--- config.mk ---
export PLATFORM = sky130hd
export DESIGN_NAME = bitmap_buffer_allocator_unit
export DESIGN_NICKNAME = d
export VERILOG_FILES = /design/src/hw/rtl/bba_pkg.sv /design/src/hw/rtl/bitmap_buffer_allocator_unit.sv /design/src/hw/rtl/bba_bitmap.sv /design/src/hw/rtl/bba_div.sv
export SDC_FILE = /design/constraint.sdc
export NUM_CORES = 2
export LEC_CHECK = 0
export BUFFER_PORTS_ARGS = -buffer_cell sky130_fd_sc_hd__buf_2
export CAP_MARGIN = 20
export CORE_MARGIN = 2
export CORE_UTILIZATION = 45
export DETAILED_ROUTE_END_ITERATION = 8
export MAX_ROUTING_LAYER = met4
export PLACE_DENSITY = 0.66
export SLEW_MARGIN = 20
export SYNTH_ARGS = -nofsm -noshare
export SYNTH_HDL_FRONTEND = slang
export SYNTH_SLANG_ARGS = --single-unit
--- constraint.sdc ---
create_clock -name clk -period 8.65 [get_ports clk]
set_input_delay 1.2975 -clock clk [delete_from_list [all_inputs] [get_ports clk]]
set_output_delay 1.2975 -clock clk [all_outputs]
set_load 0.01 [all_outputs]
--- src/hw/rtl/bba_pkg.sv ---
// Shared widths, codes and defaults of the bitmap buffer allocator.
package bba_pkg;

  localparam int BUFFERS_DEF = 1024;

  localparam int OP_W     = 2;
  localparam int SIZE_W   = 32;
  localparam int CNT_W    = 11;
  localparam int ADDR_W   = 48;
  localparam int STAT_W   = 3;
  localparam int SLOT_W   = 10;
  localparam int WORD_W   = 32;
  localparam int WORD_SH  = 5;
  localparam int PROD_W   = CNT_W + SIZE_W;

  localparam int IN_TDATA_W  = 104;
  localparam int OUT_TDATA_W = 64;

  localparam int CFG_IDX_W  = 3;
  localparam int CFG_DATA_W = ADDR_W;

  localparam logic [CFG_IDX_W-1:0] REG_ENABLE = 3'd0;
  localparam logic [CFG_IDX_W-1:0] REG_BASE   = 3'd1;
  localparam logic [CFG_IDX_W-1:0] REG_STRIDE = 3'd2;
  localparam logic [CFG_IDX_W-1:0] REG_COUNT  = 3'd3;
  localparam logic [CFG_IDX_W-1:0] REG_BYTES  = 3'd4;

  localparam logic [OP_W-1:0] OP_ALLOC  = 2'd0;
  localparam logic [OP_W-1:0] OP_REGION = 2'd1;
  localparam logic [OP_W-1:0] OP_FREE   = 2'd2;

  localparam logic [STAT_W-1:0] ST_OK      = 3'd0;
  localparam logic [STAT_W-1:0] ST_ZERO    = 3'd1;
  localparam logic [STAT_W-1:0] ST_NOPOOL  = 3'd2;
  localparam logic [STAT_W-1:0] ST_REGION  = 3'd3;
  localparam logic [STAT_W-1:0] ST_FULL    = 3'd4;
  localparam logic [STAT_W-1:0] ST_NULL    = 3'd5;
  localparam logic [STAT_W-1:0] ST_OUTSIDE = 3'd6;

endpackage

--- src/hw/rtl/bitmap_buffer_allocator_unit.sv ---
// Allocations scan 32-bit map words, 1 to BUFFERS/32 of them, for the lowest free bit.
// Throughput: one item at a time; the map scan at one RAM word a cycle and the
//   bit-serial divider bound it. The output register lets the next item start
//   while a result waits.
// Reset: synchronous; a clearing pass writes all ceil(BUFFERS/32) map words to zero
//   (32 words at the default size) with in_tready low; config writes are taken.
module bitmap_buffer_allocator_unit #(
  parameter int BUFFERS = bba_pkg::BUFFERS_DEF
) (
  input  logic                            clk,
  input  logic                            rst_n,
  // request_size[31:0], region_index[42:32], region_count[53:43],
  // release_address[101:54], zero pad
  input  logic [bba_pkg::IN_TDATA_W-1:0]  in_tdata,
  // operation[1:0]
  input  logic [bba_pkg::OP_W-1:0]        in_tuser,
  input  logic                            in_tvalid,
  output logic                            in_tready,
  // granted_address[47:0], slot_index[57:48], zero pad
  output logic [bba_pkg::OUT_TDATA_W-1:0] out_tdata,
  // status[2:0]
  output logic [bba_pkg::STAT_W-1:0]      out_tuser,
  output logic                            out_tvalid,
  input  logic                            out_tready,
  input  logic                            cfg_we,
  input  logic [bba_pkg::CFG_IDX_W-1:0]   cfg_index,
  input  logic [bba_pkg::CFG_DATA_W-1:0]  cfg_wdata
);
  import bba_pkg::*;

  localparam int WORDS = (BUFFERS + WORD_W - 1) / WORD_W;
  localparam int WA_W  = (WORDS > 1) ? $clog2(WORDS) : 1;
  localparam int WP_W  = CNT_W - WORD_SH;

  typedef enum logic [3:0] {
    S_CLEAR, S_IDLE, S_CHECK, S_RANGE_MUL, S_RANGE, S_DIV, S_LO_MUL, S_BOUNDS,
    S_SCAN_RD, S_SCAN_CHK, S_GNT_MUL, S_GNT_ADDR, S_FREE_RD, S_FREE_WR, S_DONE
  } state_t;

  // configuration
  logic              en_r;
  logic [ADDR_W-1:0] base_r;
  logic [SIZE_W-1:0] stride_r;
  logic [CNT_W-1:0]  count_r;
  logic [SIZE_W-1:0] bytes_r;

  always_ff @(posedge clk) begin
    if (!rst_n) begin
      en_r     <= 1'b0;
      base_r   <= '0;
      stride_r <= SIZE_W'(1);
      count_r  <= '0;
      bytes_r  <= '0;
    end else if (cfg_we) begin
      unique case (cfg_index)
        REG_ENABLE: en_r     <= cfg_wdata[0];
        REG_BASE:   base_r   <= cfg_wdata[ADDR_W-1:0];
        REG_STRIDE: stride_r <= cfg_wdata[SIZE_W-1:0];
        REG_COUNT:  count_r  <= cfg_wdata[CNT_W-1:0];
        REG_BYTES:  bytes_r  <= cfg_wdata[SIZE_W-1:0];
        default: ;
      endcase
    end
  end

  logic [CNT_W-1:0] cnt;
  assign cnt = (32'(count_r) > BUFFERS) ? CNT_W'(BUFFERS) : count_r;

  // state and item registers
  state_t            state_r, state_nxt;
  logic [WA_W-1:0]   clr_r, clr_nxt;
  logic [OP_W-1:0]   op_r, op_nxt;
  logic [SIZE_W-1:0] size_r, size_nxt;
  logic [CNT_W-1:0]  ridx_r, ridx_nxt;
  logic [CNT_W-1:0]  rnum_r, rnum_nxt;
  logic [ADDR_W-1:0] addr_r, addr_nxt;
  logic [CNT_W-1:0]  per_r, per_nxt;
  logic [CNT_W-1:0]  lo_r, lo_nxt;
  logic [CNT_W-1:0]  hi_r, hi_nxt;
  logic [WP_W-1:0]   wp_r, wp_nxt;
  logic [CNT_W-1:0]  idx_r, idx_nxt;
  logic [PROD_W-1:0] prod_r, prod_nxt;
  logic [STAT_W-1:0] res_st_r, res_st_nxt;
  logic [ADDR_W-1:0] res_addr_r, res_addr_nxt;
  logic [SLOT_W-1:0] res_slot_r, res_slot_nxt;
  logic              out_valid_r, out_valid_nxt;
  logic [STAT_W-1:0] out_st_r, out_st_nxt;
  logic [ADDR_W-1:0] out_addr_r, out_addr_nxt;
  logic [SLOT_W-1:0] out_slot_r, out_slot_nxt;

  // map RAM port
  logic              mem_we, mem_re;
  logic [WA_W-1:0]   mem_waddr, mem_raddr;
  logic [WORD_W-1:0] mem_wdata, mem_rdata;

  bba_bitmap #(.WORDS(WORDS), .WA_W(WA_W)) u_map (
    .clk   (clk),
    .we    (mem_we),
    .waddr (mem_waddr),
    .wdata (mem_wdata),
    .re    (mem_re),
    .raddr (mem_raddr),
    .rdata (mem_rdata)
  );

  // shared divider
  logic              div_start, div_busy, div_done;
  logic [ADDR_W-1:0] div_dividend;
  logic [SIZE_W-1:0] div_divisor;
  logic [CNT_W-1:0]  div_q;

  bba_div u_div (
    .clk      (clk),
    .rst_n    (rst_n),
    .start    (div_start),
    .dividend (div_dividend),
    .divisor  (div_divisor),
    .busy     (div_busy),
    .done     (div_done),
    .quotient (div_q)
  );

  // word scan: free bits inside [lo, hi), lowest one
  logic [WORD_W-1:0]  free_vec, free_oh;
  logic [WORD_SH-1:0] free_pos;
  logic               free_any;
  logic [WP_W-1:0]    last_wp;
  logic [CNT_W-1:0]   hi_m1;

  always_comb begin
    for (int b = 0; b < WORD_W; b++) begin
      free_vec[b] = !mem_rdata[b] && ({wp_r, WORD_SH'(b)} >= lo_r)
                    && ({wp_r, WORD_SH'(b)} < hi_r);
    end
    free_oh  = free_vec & (~free_vec + WORD_W'(1));
    free_any = |free_vec;
    free_pos = '0;
    for (int k = 0; k < WORD_SH; k++) begin
      for (int b = 0; b < WORD_W; b++) begin
        if (((b >> k) & 1) == 1) begin
          free_pos[k] = free_pos[k] | free_oh[b];
        end
      end
    end
  end

  assign hi_m1   = hi_r - CNT_W'(1);
  assign last_wp = hi_m1[CNT_W-1:WORD_SH];

  // shared multiplier operands
  logic [CNT_W-1:0]  mul_a;
  logic [SIZE_W-1:0] mul_b;
  logic              fits;
  logic [ADDR_W:0]   range_end;
  logic              out_load;

  assign fits      = en_r && (bytes_r >= size_r);
  assign range_end = {1'b0, base_r} + (ADDR_W + 1)'(prod_r);
  assign out_load  = (state_r == S_DONE) && (!out_valid_r || out_tready);

  always_comb begin
    unique case (state_r)
      S_RANGE_MUL: mul_a = cnt - CNT_W'(1);
      S_LO_MUL:    mul_a = ridx_r;
      default:     mul_a = idx_r;
    endcase
    mul_b = (state_r == S_LO_MUL) ? SIZE_W'(per_r) : stride_r;
  end

  always_comb begin
    state_nxt    = state_r;
    clr_nxt      = clr_r;
    op_nxt       = op_r;
    size_nxt     = size_r;
    ridx_nxt     = ridx_r;
    rnum_nxt     = rnum_r;
    addr_nxt     = addr_r;
    per_nxt      = per_r;
    lo_nxt       = lo_r;
    hi_nxt       = hi_r;
    wp_nxt       = wp_r;
    idx_nxt      = idx_r;
    prod_nxt     = prod_r;
    res_st_nxt   = res_st_r;
    res_addr_nxt = res_addr_r;
    res_slot_nxt = res_slot_r;
    out_valid_nxt = out_valid_r && !out_tready;
    out_st_nxt   = out_st_r;
    out_addr_nxt = out_addr_r;
    out_slot_nxt = out_slot_r;
    mem_we       = 1'b0;
    mem_waddr    = WA_W'(wp_r);
    mem_wdata    = mem_rdata | free_oh;
    mem_re       = 1'b0;
    mem_raddr    = WA_W'(wp_r);
    div_start    = 1'b0;
    div_dividend = addr_r - base_r;
    div_divisor  = (stride_r == '0) ? SIZE_W'(1) : stride_r;

    unique case (state_r)
      S_CLEAR: begin
        mem_we    = 1'b1;
        mem_waddr = clr_r;
        mem_wdata = '0;
        clr_nxt   = clr_r + WA_W'(1);
        if (clr_r == WA_W'(WORDS - 1)) begin
          state_nxt = S_IDLE;
        end
      end
      S_IDLE: begin
        if (in_tvalid) begin
          op_nxt    = in_tuser;
          size_nxt  = in_tdata[31:0];
          ridx_nxt  = in_tdata[42:32];
          rnum_nxt  = in_tdata[53:43];
          addr_nxt  = in_tdata[101:54];
          state_nxt = S_CHECK;
        end
      end
      S_CHECK: begin
        res_st_nxt   = ST_OK;
        res_addr_nxt = '0;
        res_slot_nxt = '0;
        state_nxt    = S_DONE;
        case (op_r)
          OP_ALLOC: begin
            if (size_r == '0) begin
              res_st_nxt = ST_ZERO;
            end else if (!fits) begin
              res_st_nxt = ST_NOPOOL;
            end else if (cnt == '0) begin
              res_st_nxt = ST_FULL;
            end else begin
              lo_nxt    = '0;
              hi_nxt    = cnt;
              wp_nxt    = '0;
              state_nxt = S_SCAN_RD;
            end
          end
          OP_REGION: begin
            if (size_r == '0) begin
              res_st_nxt = ST_ZERO;
            end else if (ridx_r >= rnum_r) begin
              res_st_nxt = ST_REGION;
            end else if (!fits) begin
              res_st_nxt = ST_NOPOOL;
            end else if (rnum_r > cnt) begin
              res_st_nxt = ST_REGION;
            end else begin
              div_start    = 1'b1;
              div_dividend = ADDR_W'(cnt);
              div_divisor  = SIZE_W'(rnum_r);
              state_nxt    = S_DIV;
            end
          end
          OP_FREE: begin
            if (addr_r == '0) begin
              res_st_nxt = ST_NULL;
            end else if (!en_r || cnt == '0) begin
              res_st_nxt = ST_OUTSIDE;
            end else begin
              state_nxt = S_RANGE_MUL;
            end
          end
          default: ;
        endcase
      end
      S_RANGE_MUL: begin
        prod_nxt  = PROD_W'(mul_a) * PROD_W'(mul_b);
        state_nxt = S_RANGE;
      end
      S_RANGE: begin
        if (addr_r < base_r || {1'b0, addr_r} > range_end) begin
          res_st_nxt = ST_OUTSIDE;
          state_nxt  = S_DONE;
        end else begin
          div_start = 1'b1;
          state_nxt = S_DIV;
        end
      end
      S_DIV: begin
        if (div_done) begin
          if (op_r == OP_REGION) begin
            per_nxt   = div_q;
            state_nxt = S_LO_MUL;
          end else begin
            idx_nxt   = div_q;
            state_nxt = S_FREE_RD;
          end
        end
      end
      S_LO_MUL: begin
        prod_nxt  = PROD_W'(mul_a) * PROD_W'(mul_b);
        state_nxt = S_BOUNDS;
      end
      S_BOUNDS: begin
        lo_nxt    = prod_r[CNT_W-1:0];
        hi_nxt    = prod_r[CNT_W-1:0] + per_r;
        wp_nxt    = prod_r[CNT_W-1:WORD_SH];
        state_nxt = S_SCAN_RD;
      end
      S_SCAN_RD: begin
        mem_re    = 1'b1;
        state_nxt = S_SCAN_CHK;
      end
      S_SCAN_CHK: begin
        if (free_any) begin
          // mark the buffer taken in the word just read
          mem_we    = 1'b1;
          idx_nxt   = {wp_r, free_pos};
          state_nxt = S_GNT_MUL;
        end else if (wp_r == last_wp) begin
          res_st_nxt = ST_FULL;
          state_nxt  = S_DONE;
        end else begin
          mem_re    = 1'b1;
          mem_raddr = WA_W'(wp_r + WP_W'(1));
          wp_nxt    = wp_r + WP_W'(1);
        end
      end
      S_GNT_MUL: begin
        prod_nxt  = PROD_W'(mul_a) * PROD_W'(mul_b);
        state_nxt = S_GNT_ADDR;
      end
      S_GNT_ADDR: begin
        res_addr_nxt = base_r + ADDR_W'(prod_r);
        res_slot_nxt = idx_r[SLOT_W-1:0];
        state_nxt    = S_DONE;
      end
      S_FREE_RD: begin
        mem_re    = 1'b1;
        mem_raddr = WA_W'(idx_r[CNT_W-1:WORD_SH]);
        state_nxt = S_FREE_WR;
      end
      S_FREE_WR: begin
        mem_we       = 1'b1;
        mem_waddr    = WA_W'(idx_r[CNT_W-1:WORD_SH]);
        mem_wdata    = mem_rdata & ~(WORD_W'(1) << idx_r[WORD_SH-1:0]);
        res_slot_nxt = idx_r[SLOT_W-1:0];
        state_nxt    = S_DONE;
      end
      S_DONE: begin
        if (out_load) begin
          out_valid_nxt = 1'b1;
          out_st_nxt    = res_st_r;
          out_addr_nxt  = res_addr_r;
          out_slot_nxt  = res_slot_r;
          state_nxt     = S_IDLE;
        end
      end
      default: state_nxt = S_IDLE;
    endcase
  end

  always_ff @(posedge clk) begin
    if (!rst_n) begin
      state_r     <= S_CLEAR;
      clr_r       <= '0;
      out_valid_r <= 1'b0;
    end else begin
      state_r     <= state_nxt;
      clr_r       <= clr_nxt;
      out_valid_r <= out_valid_nxt;
    end
    op_r       <= op_nxt;
    size_r     <= size_nxt;
    ridx_r     <= ridx_nxt;
    rnum_r     <= rnum_nxt;
    addr_r     <= addr_nxt;
    per_r      <= per_nxt;
    lo_r       <= lo_nxt;
    hi_r       <= hi_nxt;
    wp_r       <= wp_nxt;
    idx_r      <= idx_nxt;
    prod_r     <= prod_nxt;
    res_st_r   <= res_st_nxt;
    res_addr_r <= res_addr_nxt;
    res_slot_r <= res_slot_nxt;
    out_st_r   <= out_st_nxt;
    out_addr_r <= out_addr_nxt;
    out_slot_r <= out_slot_nxt;
  end

  assign in_tready  = (state_r == S_IDLE);
  assign out_tvalid = out_valid_r;
  assign out_tuser  = out_st_r;
  assign out_tdata  = {{(OUT_TDATA_W - ADDR_W - SLOT_W){1'b0}}, out_slot_r, out_addr_r};

  // the divider is never restarted while it iterates
  a_div_start_idle: assert property (@(posedge clk) disable iff (!rst_n)
    div_start |-> !div_busy)
    else $error("divider started while busy");

  // a read-modify-write never reads and writes the same word in one cycle
  a_map_no_overlap: assert property (@(posedge clk) disable iff (!rst_n)
    (mem_we && mem_re) |-> (mem_waddr != mem_raddr))
    else $error("map read and write collide");

  // a quotient is only delivered while the sequencer waits for it
  a_div_done_wait: assert property (@(posedge clk) disable iff (!rst_n)
    div_done |-> (state_r == S_DIV))
    else $error("divider result not awaited");

endmodule

--- src/hw/rtl/bba_bitmap.sv ---
// Used-bit map RAM: one write port, one registered read port.
module bba_bitmap #(
  parameter int WORDS = 32,
  parameter int WA_W  = 5
) (
  input  logic                      clk,
  input  logic                      we,
  input  logic [WA_W-1:0]           waddr,
  input  logic [bba_pkg::WORD_W-1:0] wdata,
  input  logic                      re,
  input  logic [WA_W-1:0]           raddr,
  output logic [bba_pkg::WORD_W-1:0] rdata
);
  import bba_pkg::*;

  logic [WORD_W-1:0] mem [WORDS];
  logic [WORD_W-1:0] rdata_r;

  always_ff @(posedge clk) begin
    if (we) begin
      mem[waddr] <= wdata;
    end
    if (re) begin
      rdata_r <= mem[raddr];
    end
  end

  assign rdata = rdata_r;

endmodule

--- src/hw/rtl/bba_div.sv ---
// Restoring divider, one quotient bit a cycle, for quotients below 2^CNT_W.
module bba_div (
  input  logic                       clk,
  input  logic                       rst_n,
  input  logic                       start,
  input  logic [bba_pkg::ADDR_W-1:0] dividend,
  input  logic [bba_pkg::SIZE_W-1:0] divisor,
  output logic                       busy,
  output logic                       done,
  output logic [bba_pkg::CNT_W-1:0]  quotient
);
  import bba_pkg::*;

  localparam int D_W    = SIZE_W + CNT_W - 1;
  localparam int STEP_W = $clog2(CNT_W + 1);

  logic [ADDR_W-1:0] rem_r, rem_nxt;
  logic [D_W-1:0]    dsh_r, dsh_nxt;
  logic [CNT_W-1:0]  quo_r, quo_nxt;
  logic [STEP_W-1:0] step_r, step_nxt;
  logic              busy_r, busy_nxt;
  logic              done_r, done_nxt;
  logic              ge;

  assign ge = rem_r >= ADDR_W'(dsh_r);

  always_comb begin
    rem_nxt  = rem_r;
    dsh_nxt  = dsh_r;
    quo_nxt  = quo_r;
    step_nxt = step_r;
    busy_nxt = busy_r;
    done_nxt = 1'b0;
    if (start) begin
      rem_nxt  = dividend;
      dsh_nxt  = D_W'(divisor) << (CNT_W - 1);
      quo_nxt  = '0;
      step_nxt = STEP_W'(CNT_W);
      busy_nxt = 1'b1;
    end else if (busy_r) begin
      // take off the shifted divisor where it fits, shift in the bit
      if (ge) begin
        rem_nxt = rem_r - ADDR_W'(dsh_r);
      end
      quo_nxt  = {quo_r[CNT_W-2:0], ge};
      dsh_nxt  = dsh_r >> 1;
      step_nxt = step_r - STEP_W'(1);
      if (step_r == STEP_W'(1)) begin
        busy_nxt = 1'b0;
        done_nxt = 1'b1;
      end
    end
  end

  always_ff @(posedge clk) begin
    if (!rst_n) begin
      busy_r <= 1'b0;
      done_r <= 1'b0;
      step_r <= '0;
    end else begin
      busy_r <= busy_nxt;
      done_r <= done_nxt;
      step_r <= step_nxt;
    end
    rem_r <= rem_nxt;
    dsh_r <= dsh_nxt;
    quo_r <= quo_nxt;
  end

  assign busy     = busy_r;
  assign done     = done_r;
  assign quotient = quo_r;

endmodule

==> impl_metrics.toml <==
[timing]
setup_tns_ns = 0
rsz0062_at_grt = "false"
period_needed_ns = 8.32
setup_slack_ns = 0.328
hold_viol_final = 0
fin_crit_sh = 0.962
skew_ns = 0.0655
setup_viol = 0
max_freq_mhz = 120
max_slew_margin = 0.225
max_slew.worst_pin.slew_ns = 1.13
drv_slew = 0

[final_layout]
multi_input_area_um2 = 35700
area_growth_pct = 12.9
num-fill-cells = 16500
layout-drive-gt1-share = 0.119
final_cells = 10300
seq_area_um2 = 46900
fin_nets = 8460

[pwr]
peakVddDrop_v = 0.000182
p_leak_uw = 0.0370
power_density_nw_per_um2 = 169

[logic_synthesis]
yosysTopAreaCell = "edfxtp_1"
synth_top_cell_area_share = 0.510
syn_inst = 7413
yosys_most_used_dff = "edfxtp_1"
yosys_warnings = 0
synth_edf_count = 1455
ys_ff_latch = 1616
synth-seq-area-share = 0.547
syn_area_um2 = 85700
async_flop_share = 0
synthDistinctLibCells = 97
synthTopCellsByArea = "edfxtp_1 (51%), fa_1 (6.4%), ha_1 (5.0%), nand2_1 (4.7%), dfxtp_1 (3.8%)"
avgSynthCellArea_um2 = 11.6

[hold_path]
min_path_type = "reg2reg"
hp-start = "res_addr_r[44]"
hold_depth = 0
holdPathEnd = "out_addr_r[44]"

[cts]
htreeDepth = 4
cts_tree = "built"
ctsHoldBuffers = 0
cts_buffer_depth = 3
cts_buffers = 170
cts.clk_slew.worst_paths_ns = 0.06
clk_latency_ns = 0.85
cts_root_buf = "clkbuf_16"
clock_sinks = 1616

[setup_path]
worstPathRequired_ns = 9.20
start_kind = "flip-flop"
worst-setup-path-type = "reg2reg"
slowest_stage = "fa_1"
r2r_start = "state_r[2]"
critPathMaxStageDelay_ns = 0.55
rr_worst_depth = 29
r2r-end = "prod_r[42]"
cpMostUsedCell = "fa_1"
reg2reg_slack_ns = 0.33
worstSetupEndpointType = "flip-flop"
arrival_ns = 8.87
worstPathMaxFanout = 33

[routing]
drc_errors = 0
first_pass_iters = 6
drtIter0Drc = 5970
vias = 60700
avgViaCountPerCell = 5.86
wl_per_cell_um = 25.9
routed_wl_mm = 268
drtAntennaViolNets = 0

[place]
io_buffers = 222
hpwl_mm = 188
post-place-cells = 10000
gp_congestion = 0.984
dp_slack_ns = -0.171

[floorplanning]
chipWidth_um = 440
num_rows = 160
core_um2 = 190000
dieArea_um2 = 194000
floorplan.initialDensity = 0.452
dieHeight_um = 440
io_pins = 231

[global_route]
grt_pass1_vias = 59100
grt_max_degree = 156
antenna_found_initial = 9
grt_pass1_wl_mm = 390
gr-total-overflow = 0
grt_usage = 0.280

[status]
status = "completed"

[job]
drv.max_cap_violation_count = 0
==> layer usage <==
layer  up-vias  GRT usage  wire, um
met5         -          -         0
met4         0      0.149     16300
met1     30300      0.341    105000
met3       557     0.0339     16400
met2      2383      0.459    131000
li1      27500          -         -
==> area by class of cell <==
| class | instances | area share |
|---|---|---|
| Inverter | 603 | 0.0234 |
| Sequential cell | 1616 | 0.485 |
| Timing Repair Buffer | 457 | 0.0330 |
| Clock inverter | 93 | 0.0107 |
| Multi-Input combinational cell | 4831 | 0.368 |
| Antenna cell | 11 | 0.000284 |
| Clock buffer | 222 | 0.0471 |
| Tap cell | 2511 | 0.0325 |
==> through the flow <==
stage                     area [um^2]  power [uW]  utilization  hold slack [ns]
after floorplan                 85700        8970            -            0.400
after global placement          91000        9190        0.479            0.401
after detailed placement        91000        9200        0.479            0.405
after CTS                       96600       16400        0.509            0.392
after global routing            96800       16800        0.510            0.397
final                           96800       16300        0.510            0.387
==> synthesized netlist by cell type (130+ instances only) <==
library cell	count
inv_1	603
a21boi_0	138
mux2i_1	130
ha_1	346
clkbuf_1	264
a21o_1	130
nand2_1	1063
a21oi_1	256
dfxtp_1	161
o21ai_0	316
edfxtp_1	1455
nor2_1	375
o211ai_1	260
fa_1	273
==> worst max-delay path by stage <==
stage	to	cells past startpoint	slack (ns)	startpoint
global route	prod_r[42]	32	0.007	count_r[10]
finish	prod_r[42]	29	0.33	state_r[2]
floorplan	prod_r[42]	32	0.26	count_r[10]
CTS	prod_r[42]	30	0.01	count_r[10]
detailed placement	prod_r[41]	32	-0.17	count_r[10]
global placement	prod_r[41]	32	-0.14	count_r[10]
==> sequential cells by signal, indices dropped and copies added (netlist names), 32 cells and up <==
| signal | cells |
|---|---|
| out_addr_r | 48 |
| u_div.dsh_r | 42 |
| bytes_r | 32 |
| u_map.rdata | 32 |
| u_map.mem | 1024 |
| stride_r | 32 |
| addr_r | 48 |
| u_div.rem_r | 48 |
| res_addr_r | 48 |
| base_r | 48 |
| size_r | 32 |
| prod_r | 43 |
==> where the power goes <==
| part | leakage, uW | internal, uW | switching, uW |
|---|---|---|---|
| Clock | 0.00271 | 4120 | 3180 |
| Sequential | 0.0150 | 8470 | 31.1 |
| Combinational | 0.0193 | 189 | 345 |
| Total | 0.0370 | 12800 | 3560 |
==> worst max-delay path: cells and delay by family (launching register included) <==
kind	cells	cell delay [ns]
adder cells (fa/ha/maj)	6	3.00
AO/OA/AOI/OAI	12	2.73
buffers and inverters	6	0.86
multiplexers	1	0.54
AND/OR/NAND/NOR	3	0.41
flip-flops	1	0.32
XOR/XNOR	1	0.12
==> kinds of logic after synthesis <==
logic type | Yosys count | share of synthesized area
flops | 1616 | 0.547
simple gates | 2112 | 0.112
buf+inv | 971 | 0.0447
other cells | 1 | 0.0000437
mux | 255 | 0.0316
fa+ha+maj | 619 | 0.114
compound gates | 1651 | 0.131
xor+xnor | 188 | 0.0192
==> cells in the final DEF, fill, tap and decap left out, types with 128 or more instances in the layout <==
cell type     n
fa_1        273
dfxtp_1     160
mux2i_1     128
a21oi_1     251
inv_1       603
a21o_1      130
o211ai_1    260
nand2_1    1052
nor2_1      335
edfxtp_1   1455
buf_4       208
ha_1        345
o21ai_0     297
clkbuf_16   172
a21boi_0    138
buf_2       222
==> what timing repair did <==
action / 4_1_cts / 5_1_grt
resized for setup: 2 / 23
endpoints found under the setup margin: 4 / 98
pin swaps: 0 / 5
setup buffers: 2 / 2
endpoints found under the hold margin: 0 / 0
(Power assumes the default switching activity.)
